[src/kspt_pkg.sv]
// shared types, codes and defaults for the keyed sorted priority table
package kspt_pkg;

    localparam int KEY_W   = 32;
    localparam int SCORE_W = 16;
    localparam int ARR_W   = 64;
    localparam int CNT_W   = 6;
    localparam int DefCapacity = 32;
    localparam int ENTRY_W = KEY_W + SCORE_W + ARR_W;

    typedef enum logic [1:0] {
        OP_UPSERT = 2'd0,
        OP_REMOVE = 2'd1,
        OP_FETCH  = 2'd2,
        OP_NOP    = 2'd3
    } t_opcode;

    typedef enum logic [1:0] {
        ST_OK        = 2'd0,
        ST_NOT_FOUND = 2'd1,
        ST_FULL      = 2'd2,
        ST_EMPTY     = 2'd3
    } t_status;

    typedef struct packed {
        logic [KEY_W-1:0]   key;
        logic [SCORE_W-1:0] score;
        logic [ARR_W-1:0]   arrival;
    } t_entry;

    typedef struct packed {
        logic [1:0]         status;
        logic               entry_valid;
        logic [KEY_W-1:0]   out_key;
        logic [SCORE_W-1:0] out_score;
        logic [ARR_W-1:0]   out_arrival;
        logic [CNT_W-1:0]   entry_count;
        logic               last;
    } t_result;

endpackage

[src/keyed_sorted_priority_table_unit.sv]
// top level of the keyed sorted priority table
//
// slave side: s_axis_* carries one request {opcode, key, score, arrival}
// master side: m_axis_* carries results; tlast marks the last result of a
// request, tuser carries status and entry_valid
// upsert: key-search pass over the count (one entry a cycle, reads through
// the registered memory port), then a close-up shift when the key is
// present, then an insert-position scan and an open-up shift, each a
// read-modify-write on the single memory
// remove: search pass, then close-up shift pass
// fetch: one result per entry streamed from the memory, each a read, then a
// load of the result register, while the receiver takes them
// the block works on one request at a time; s_axis_tready is high only while
// the engine is idle and the result register is empty
// reset clears the count and the control state; the memory contents are not
// cleared, since only slots below the count are ever read
// a stalled receiver holds the result register and the engine waits
module keyed_sorted_priority_table_unit #(
    parameter int CAPACITY = kspt_pkg::DefCapacity
) (
    input  logic         i_clk,
    input  logic         i_rst_n,
    input  logic         s_axis_tvalid,
    output logic         s_axis_tready,
    // opcode[1:0], player_key[33:2], score[49:34], arrival[113:50], zero fill
    input  logic [119:0] s_axis_tdata,
    output logic         m_axis_tvalid,
    input  logic         m_axis_tready,
    // out_key[31:0], out_score[47:32], out_arrival[111:48], entry_count[117:112]
    output logic [119:0] m_axis_tdata,
    // status[1:0], entry_valid[2]
    output logic [2:0]   m_axis_tuser,
    output logic         m_axis_tlast
);
    import kspt_pkg::*;

    localparam int AW = (CAPACITY > 1) ? $clog2(CAPACITY) : 1;
    localparam int PW = $clog2(CAPACITY + 1);

    typedef enum logic [7:0] {
        S_IDLE   = 8'b00000001,
        S_SRCH   = 8'b00000010,
        S_DECIDE = 8'b00000100,
        S_DEL    = 8'b00001000,
        S_INS    = 8'b00010000,
        S_PUT    = 8'b00100000,
        S_FETCH  = 8'b01000000,
        S_DONE   = 8'b10000000
    } t_state;

    t_state             r_state, n_state;
    t_opcode            r_op;
    t_entry             r_item;
    logic [PW-1:0]      r_cnt, n_cnt;
    logic [PW-1:0]      r_idx, n_idx;        // address issued
    logic               r_rdv, n_rdv;        // data for r_ridx arrives
    logic [PW-1:0]      r_ridx, n_ridx;
    logic               r_found, n_found;
    logic [PW-1:0]      r_fpos, n_fpos;      // found position, then insert position
    logic               r_pfound, n_pfound;  // insert position found
    logic               r_ovld, n_ovld;
    t_result            r_res, n_res;
    logic [1:0]         r_st, n_st;

    logic               w_we;
    logic [AW-1:0]      w_waddr, w_raddr;
    t_entry             w_wdata, w_rdata;

    kspt_mem #(.DEPTH(CAPACITY), .AW(AW)) u_mem (
        .i_clk  (i_clk),
        .i_we   (w_we),
        .i_waddr(w_waddr),
        .i_wdata(w_wdata),
        .i_raddr(w_raddr),
        .o_rdata(w_rdata)
    );

    assign s_axis_tready = (r_state == S_IDLE) && !r_ovld;
    assign m_axis_tvalid = r_ovld;
    assign m_axis_tdata  = {2'b00, r_res.entry_count, r_res.out_arrival,
                            r_res.out_score, r_res.out_key};
    assign m_axis_tuser  = {r_res.entry_valid, r_res.status};
    assign m_axis_tlast  = r_res.last;

    logic w_take, w_out_free, w_le;
    assign w_take     = s_axis_tvalid && s_axis_tready;
    assign w_out_free = !r_ovld || m_axis_tready;
    // stored entry orders at or before the new item
    assign w_le = (w_rdata.score < r_item.score) ||
                  ((w_rdata.score == r_item.score) &&
                   (w_rdata.arrival <= r_item.arrival));

    always_comb begin
        n_state  = r_state;
        n_cnt    = r_cnt;
        n_idx    = r_idx;
        n_rdv    = 1'b0;
        n_ridx   = r_ridx;
        n_found  = r_found;
        n_fpos   = r_fpos;
        n_pfound = r_pfound;
        n_ovld   = r_ovld && !m_axis_tready;
        n_res    = r_res;
        n_st     = r_st;
        w_we     = 1'b0;
        w_waddr  = r_idx[AW-1:0];
        w_wdata  = r_item;
        w_raddr  = r_idx[AW-1:0];

        case (r_state)
            S_IDLE: begin
                if (w_take) begin
                    n_idx    = '0;
                    n_found  = 1'b0;
                    n_pfound = 1'b0;
                    n_st     = ST_OK;
                    case (t_opcode'(s_axis_tdata[1:0]))
                        OP_UPSERT, OP_REMOVE: n_state = S_SRCH;
                        OP_FETCH: begin
                            if (r_cnt == '0) begin
                                n_st    = ST_EMPTY;
                                n_state = S_DONE;
                            end else begin
                                n_state = S_FETCH;
                            end
                        end
                        default: n_state = S_DONE;
                    endcase
                end
            end
            S_SRCH: begin
                // issue reads over the table, check the returning data
                if (r_idx < r_cnt) begin
                    n_rdv  = 1'b1;
                    n_ridx = r_idx;
                    n_idx  = r_idx + 1'b1;
                end
                if (r_rdv && !r_found && (w_rdata.key == r_item.key)) begin
                    n_found = 1'b1;
                    n_fpos  = r_ridx;
                end
                if (!(r_idx < r_cnt) && !r_rdv) begin
                    n_state = S_DECIDE;
                end
            end
            S_DECIDE: begin
                if (r_op == OP_REMOVE && !r_found) begin
                    n_st    = ST_NOT_FOUND;
                    n_state = S_DONE;
                end else if (r_op == OP_UPSERT && !r_found &&
                             r_cnt >= PW'(CAPACITY)) begin
                    n_st    = ST_FULL;
                    n_state = S_DONE;
                end else if (r_found) begin
                    n_idx   = r_fpos + 1'b1;
                    n_state = S_DEL;
                end else begin
                    n_idx   = '0;
                    n_state = S_INS;
                end
            end
            S_DEL: begin
                // read idx, write data back one slot lower
                if (r_rdv) begin
                    w_we    = 1'b1;
                    w_waddr = AW'(r_ridx - 1'b1);
                    w_wdata = w_rdata;
                end
                if (r_idx < r_cnt) begin
                    n_rdv  = 1'b1;
                    n_ridx = r_idx;
                    n_idx  = r_idx + 1'b1;
                end else if (!r_rdv) begin
                    n_cnt = r_cnt - 1'b1;
                    if (r_op == OP_UPSERT) begin
                        n_idx   = '0;
                        n_state = S_INS;
                    end else begin
                        n_state = S_DONE;
                    end
                end
            end
            S_INS: begin
                // find insert position scanning up, then shift from the top down
                if (!r_pfound) begin
                    if (r_rdv && !w_le) begin
                        n_pfound = 1'b1;
                        n_fpos   = r_ridx;
                        n_idx    = r_cnt;
                    end else if (r_idx < r_cnt) begin
                        n_rdv  = 1'b1;
                        n_ridx = r_idx;
                        n_idx  = r_idx + 1'b1;
                    end else if (!r_rdv) begin
                        n_pfound = 1'b1;
                        n_fpos   = r_cnt;
                        n_idx    = r_cnt;
                    end
                end else begin
                    if (r_rdv) begin
                        w_we    = 1'b1;
                        w_waddr = AW'(r_ridx + 1'b1);
                        w_wdata = w_rdata;
                    end
                    if (r_idx > r_fpos) begin
                        n_rdv   = 1'b1;
                        n_ridx  = r_idx - 1'b1;
                        n_idx   = r_idx - 1'b1;
                        w_raddr = AW'(r_idx - 1'b1);
                    end else if (!r_rdv) begin
                        n_state = S_PUT;
                    end
                end
            end
            S_PUT: begin
                w_we    = 1'b1;
                w_waddr = r_fpos[AW-1:0];
                w_wdata = r_item;
                n_cnt   = r_cnt + 1'b1;
                n_state = S_DONE;
            end
            S_FETCH: begin
                // one read outstanding; the result register must be free
                if (r_rdv) begin
                    n_ovld            = 1'b1;
                    n_res.status      = ST_OK;
                    n_res.entry_valid = 1'b1;
                    n_res.out_key     = w_rdata.key;
                    n_res.out_score   = w_rdata.score;
                    n_res.out_arrival = w_rdata.arrival;
                    n_res.entry_count = CNT_W'(r_cnt);
                    n_res.last        = (r_ridx + 1'b1 == r_cnt);
                    if (r_ridx + 1'b1 == r_cnt) begin
                        n_state = S_IDLE;
                    end
                end else if (w_out_free) begin
                    n_rdv  = 1'b1;
                    n_ridx = r_idx;
                    n_idx  = r_idx + 1'b1;
                end
            end
            S_DONE: begin
                if (w_out_free) begin
                    n_ovld = 1'b1;
                    n_res  = '{status: r_st, entry_valid: 1'b0, out_key: '0,
                               out_score: '0, out_arrival: '0,
                               entry_count: CNT_W'(r_cnt), last: 1'b1};
                    n_state = S_IDLE;
                end
            end
            default: n_state = S_IDLE;
        endcase
    end

    always_ff @(posedge i_clk) begin
        if (!i_rst_n) begin
            r_state <= S_IDLE;
            r_cnt   <= '0;
            r_rdv   <= 1'b0;
            r_ovld  <= 1'b0;
        end else begin
            r_state <= n_state;
            r_cnt   <= n_cnt;
            r_rdv   <= n_rdv;
            r_ovld  <= n_ovld;
        end
    end

    always_ff @(posedge i_clk) begin
        if (w_take) begin
            r_op           <= t_opcode'(s_axis_tdata[1:0]);
            r_item.key     <= s_axis_tdata[33:2];
            r_item.score   <= s_axis_tdata[49:34];
            r_item.arrival <= s_axis_tdata[113:50];
        end
        r_idx    <= n_idx;
        r_ridx   <= n_ridx;
        r_found  <= n_found;
        r_fpos   <= n_fpos;
        r_pfound <= n_pfound;
        r_res    <= n_res;
        r_st     <= n_st;
    end

endmodule

[src/kspt_mem.sv]
// entry store with one write port and a registered read port
module kspt_mem #(
    parameter int DEPTH = kspt_pkg::DefCapacity,
    parameter int AW    = 5
) (
    input  logic                    i_clk,
    input  logic                    i_we,
    input  logic [AW-1:0]           i_waddr,
    input  kspt_pkg::t_entry        i_wdata,
    input  logic [AW-1:0]           i_raddr,
    output kspt_pkg::t_entry        o_rdata
);
    import kspt_pkg::*;

    t_entry r_mem [DEPTH];

    always_ff @(posedge i_clk) begin
        if (i_we) begin
            r_mem[i_waddr] <= i_wdata;
        end
        o_rdata <= r_mem[i_raddr];
    end

endmodule
[config.mk]
export PLATFORM = sky130hd
export DESIGN_NAME = keyed_sorted_priority_table_unit
export DESIGN_NICKNAME = d
export VERILOG_FILES = /design/src/kspt_pkg.sv /design/src/keyed_sorted_priority_table_unit.sv /design/src/kspt_mem.sv
export SDC_FILE = /design/constraint.sdc
export NUM_CORES = 2
export LEC_CHECK = 0
export BUFFER_PORTS_ARGS = -buffer_cell sky130_fd_sc_hd__buf_2
export CORE_MARGIN = 2
export CORE_UTILIZATION = 37
export CTS_BUF_LIST = sky130_fd_sc_hd__clkbuf_16
export DETAILED_ROUTE_END_ITERATION = 8
export PLACE_DENSITY_LB_ADDON = 0.3
export REMOVE_ABC_BUFFERS = 1
export SLEW_MARGIN = 20
export SYNTH_ARGS = -nofsm -noshare
export SYNTH_HDL_FRONTEND = slang
export SYNTH_SLANG_ARGS = --single-unit
[constraint.sdc]
create_clock -name i_clk -period 32.2 [get_ports i_clk]
set_input_delay 4.83 -clock i_clk [delete_from_list [all_inputs] [get_ports i_clk]]
set_output_delay 4.83 -clock i_clk [all_outputs]
set_load 0.005 [all_outputs]
==> flow_summary.html <==
<table>
<tr><th>Metric</th><th>Value</th></tr>
<tr><th colspan="2">Run status</th></tr>
<tr><td>Status</td><td>finished clean</td></tr>
<tr><th colspan="2">Floorplan</th></tr>
<tr><td>Effective utilization at floorplan</td><td>37.1%</td></tr>
<tr><td>Top-level port count</td><td>250</td></tr>
<tr><td>Die Height</td><td>650 um</td></tr>
<tr><td>Die outline area</td><td>423000 sq um</td></tr>
<tr><td>Number of standard-cell rows in the floorplan</td><td>237</td></tr>
<tr><td>Chip Width</td><td>650 um</td></tr>
<tr><td>Placeable core area</td><td>416000 sq um</td></tr>
<tr><th colspan="2">CTS</th></tr>
<tr><td>Root Driver</td><td>clkbuf_16</td></tr>
<tr><td>Hold_buf cts</td><td>0</td></tr>
<tr><td>Max Buffers Root-to-Sink</td><td>4</td></tr>
<tr><td>Clock latency on the worst-skew pair</td><td>1010 ps</td></tr>
<tr><td>Setup repair bufs after CTS</td><td>0</td></tr>
<tr><td>CTS tree</td><td>yes</td></tr>
<tr><td>Clk sinks</td><td>3970</td></tr>
<tr><td>Clock-pin transition on the worst setup and hold timing paths</td><td>60 ps</td></tr>
<tr><td>Number of buffers added by the clock tree synthesis step</td><td>410</td></tr>
<tr><td>Post-cts sizing count</td><td>0</td></tr>
<tr><td>H-tree levels</td><td>5</td></tr>
<tr><th colspan="2">Synth</th></tr>
<tr><td>Fraction of registers with async set or reset after synthesis</td><td>0%</td></tr>
<tr><td>Count of mapped cells out of synthesis</td><td>10600</td></tr>
<tr><td>Cell variety after synth</td><td>73</td></tr>
<tr><td>Synthesis-stage register bit count</td><td>3970</td></tr>
<tr><td>Synthesis warning total</td><td>0</td></tr>
<tr><td>Sequential share of the synthesized area</td><td>76.4%</td></tr>
<tr><td>Post-synth EDFFs</td><td>3842</td></tr>
<tr><td>Mean cell area of the mapped netlist</td><td>14.5 sq um</td></tr>
<tr><td>Post-synthesis instance area</td><td>154000 sq um</td></tr>
<tr><td>Most used flip-flop cell after synthesis</td><td>edfxtp_1</td></tr>
<tr><th colspan="2">STA</th></tr>
<tr><td>Setup slack of the critical path after layout</td><td>22120 ps</td></tr>
<tr><td>Total of endpoints with negative setup slack in the final report</td><td>0</td></tr>
<tr><td>RSZ-0062 raised after global routing</td><td>no</td></tr>
<tr><td>Transition time of the tightest slew-check pin</td><td>1200 ps</td></tr>
<tr><td>Final Hold Vio Count</td><td>0</td></tr>
<tr><td>Shortest clock period the worst path allows after layout</td><td>10080 ps</td></tr>
<tr><td>Relative slew margins</td><td>19.7%</td></tr>
<tr><td>Portion of the clock cycle consumed by the worst path in the final layout</td><td>31.3%</td></tr>
<tr><td>Number of pins with negative max-slew slack in the final report</td><td>0</td></tr>
<tr><td>Highest attainable clock frequency</td><td>99.2 MHz</td></tr>
<tr><td>Final setup skew</td><td>77.9 ps</td></tr>
<tr><th colspan="2">Setup path</th></tr>
<tr><td>Element type at the critical path end</td><td>flip-flop</td></tr>
<tr><td>Worst Path Max Fanout</td><td>101</td></tr>
<tr><td>Type of element launching the critical path</td><td>flip-flop</td></tr>
<tr><td>Cell type with the highest occurrence count on the critical path</td><td>buf_4</td></tr>
<tr><td>Buf+Inv Stages, Crit Path</td><td>7</td></tr>
<tr><td>Cells along the critical path</td><td>ha_1 &gt; and3_1 &gt; o21ai_0 &gt; a31oi_1 &gt; nand2_1 &gt; mux2_8 &gt; buf_4 &gt; buf_4 &gt; buf_4 &gt; buf_4 &gt; buf_4 &gt; buf_4 &gt; buf_4 &gt; nand2_1 &gt; a32oi_1 &gt; a31oi_1 &gt; nor4_1</td></tr>
<tr><td>Startpoint-to-endpoint class of the critical path</td><td>flip-flop to flip-flop</td></tr>
<tr><td>Kind of cell with the highest combined delay on the critical path</td><td>buffers and inverters</td></tr>
<tr><td>Critical path data required time</td><td>33040 ps</td></tr>
<tr><td>Arrival time at the worst endpoint</td><td>10920 ps</td></tr>
<tr><td>Critical path's largest stage delay</td><td>930 ps</td></tr>
<tr><td>Standard cell with the maximum stage delay on the critical path</td><td>buf_4</td></tr>
<tr><th colspan="2">Power</th></tr>
<tr><td>Pleak</td><td>0.0576 uW</td></tr>
<tr><td>Highest ir drop seen on vdd</td><td>0.0724 mV</td></tr>
<tr><td>Total power density per cell area</td><td>86.0 nW/um^2</td></tr>
<tr><th colspan="2">Layout</th></tr>
<tr><td>Final non-filler cell total</td><td>16700</td></tr>
<tr><td>Area Overhead vs Synth</td><td>13.2%</td></tr>
<tr><td>Ratio of cells with drive above 1 in the final layout</td><td>10.6%</td></tr>
<tr><td>Leading cell types in the layout, fill and taps excluded</td><td>edfxtp_1 (3842), nand2_1 (2763), nand3_1 (924)</td></tr>
<tr><td>Most frequent standard cell in the layout excluding fill and tap cells</td><td>edfxtp_1</td></tr>
<tr><td>Final net count</td><td>11100</td></tr>
<tr><td>Layout filler cell count</td><td>37000</td></tr>
<tr><th colspan="2">Routing</th></tr>
<tr><td>Routed vias/inst</td><td>5.65</td></tr>
<tr><td>Detailed Route WL</td><td>477000 um</td></tr>
<tr><td>Initial DRC count</td><td>13200</td></tr>
<tr><td>Mean routed wirelength per cell</td><td>28.6 um</td></tr>
<tr><td>Antenna violation net count after detailed routing</td><td>0</td></tr>
<tr><td>First-pass iteration count of the detailed router</td><td>8</td></tr>
<tr><td>Via count of the routed design</td><td>94300</td></tr>
<tr><td>DRC viols</td><td>0</td></tr>
<tr><th colspan="2">Global routing</th></tr>
<tr><td>Busiest layer in global routing</td><td>met2</td></tr>
<tr><td>Global-route track usage on met1</td><td>30.2%</td></tr>
<tr><td>Aggregate global routing overflow</td><td>0</td></tr>
<tr><td>Via count of the first global-routing pass</td><td>90200</td></tr>
<tr><td>Global routing usage on met2</td><td>34.9%</td></tr>
<tr><td>Overall routing resource usage</td><td>21.7%</td></tr>
<tr><td>Grt met3 use</td><td>3.24%</td></tr>
<tr><td>Antenna violations before repair</td><td>21</td></tr>
<tr><td>First-pass GRT wire length</td><td>666000 um</td></tr>
<tr><td>Pin count of the biggest net entering global routing</td><td>186</td></tr>
<tr><th colspan="2">Job</th></tr>
<tr><td>Max-cap check violation count</td><td>0</td></tr>
<tr><th colspan="2">Placed design</th></tr>
<tr><td>Total placed cells including tap cells</td><td>15900</td></tr>
<tr><td>Buffers on Ports</td><td>241</td></tr>
<tr><td>Placed wire-length estimate</td><td>231000 um</td></tr>
<tr><td>Pre-CTS worst setup slack</td><td>22410 ps</td></tr>
<tr><td>Weighted congestion at the end of routability-driven global placement</td><td>0.826</td></tr>
<tr><th colspan="2">Min path</th></tr>
<tr><td>Worst min path class</td><td>flip-flop to flip-flop</td></tr>
</table>
sequential cells by signal (all words and copies together) (netlist names), 2 cells and up:
signal	flops
u_mem.r_mem	3584
m_axis_tdata	118
r_item	112
u_mem.o_rdata	112
r_state	8
r_cnt	6
r_fpos	6
r_idx	6
r_ridx	6
m_axis_tuser	3
r_op	2
r_st	2
routing by layer:
layer  up-vias  wire [um]
li1      40500          -
met1     48200     196000
met2      4836     222000
met3       808      41800
met4         0      17200
met5         -          0
tightest hold or removal path: stages (launching register included):
cell and delay, ps:
edfxtp_1 320, inv_1 30, nor2_1 80
layout make-up:
cell class,instances,area [sq um],share of cell area (%)
sequential,3970,118000,67.4
multi-input combinational,5911,33600,19.2
clock buffer,417,10400,5.97
tap,5497,6880,3.93
timing repair buffer,426,3110,1.78
clock inverter,350,2490,1.42
inverter,107,409,0.234
antenna,11,27.5,0.0157
Yosys cell counts, drive strengths merged (28+ instances only):
cell type  number  share of area (%)
ha            100               0.81
a21oi          50               0.16
nand4          28               0.12
mux2i         455                2.9
nor4          122               0.63
nor2           89               0.23
and2          112               0.45
xnor2          50               0.29
dfxtp         128                1.7
o21ai          44               0.14
inv           105               0.26
nand2        2763                6.7
nand3         925                3.0
edfxtp       3842                 75
mux2          117               0.85
a32oi         450                2.6
a31oi         456                1.8
clkbuf        270               0.66
buf           371                1.2
cell families (layout without fill, tap and decap cells):
| kind of cell | count (synthesis) | after routing | synth area share [%] |
|---|---|---|---|
| muxes | 572 | 572 | 3.80 |
| buffers and inverters | 748 | 1300 | 2.12 |
| AOI/OAI and AO/OA | 1079 | 1079 | 5.13 |
| DFF | 3970 | 3970 | 76.4 |
| other | 1 | 13 | 0.00243 |
| xor gates and xnor gates | 63 | 63 | 0.362 |
| adders and majority gates | 101 | 101 | 0.823 |
| and+or+nand+nor | 4094 | 4094 | 11.4 |
worst paths after layout:
path	from	to	slack, ps	depth (start not counted)
worst max-delay path	r_idx[2]	u_mem.o_rdata[105]	22120	17
worst min register to register	r_st[0]	m_axis_tuser[0]	550	2
worst min-delay path	r_st[0]	m_axis_tuser[0]	550	2
worst max register to register	r_idx[2]	u_mem.o_rdata[105]	22120	17
per-stage QoR:
| stage | area (sq um) | util (%) | power (uW) | TNS (ps) | hold slack (ps) |
|---|---|---|---|---|---|
| 3_3_place_gp | 162000 | 38.9 | 10500 | 0 | 544 |
| 3_5_place_dp | 162000 | 38.9 | 10500 | 0 | 532 |
| 6_report | 175000 | 42.0 | 15000 | 0 | 547 |
| 2_1_floorplan | 152000 | - | 11800 | -6232520 | 494 |
| 4_1_cts | 175000 | 42.0 | 15100 | 0 | 549 |
| 5_1_grt | 175000 | 42.0 | 15600 | 0 | 579 |
where the power goes:
part	total (uW)	internal (uW)	switching, uW
registers	6450	6200	254
logic	4020	1110	2910
clock network	4560	2550	2020
total	15000	9860	5180
Power figures use the tool's default switching activity.
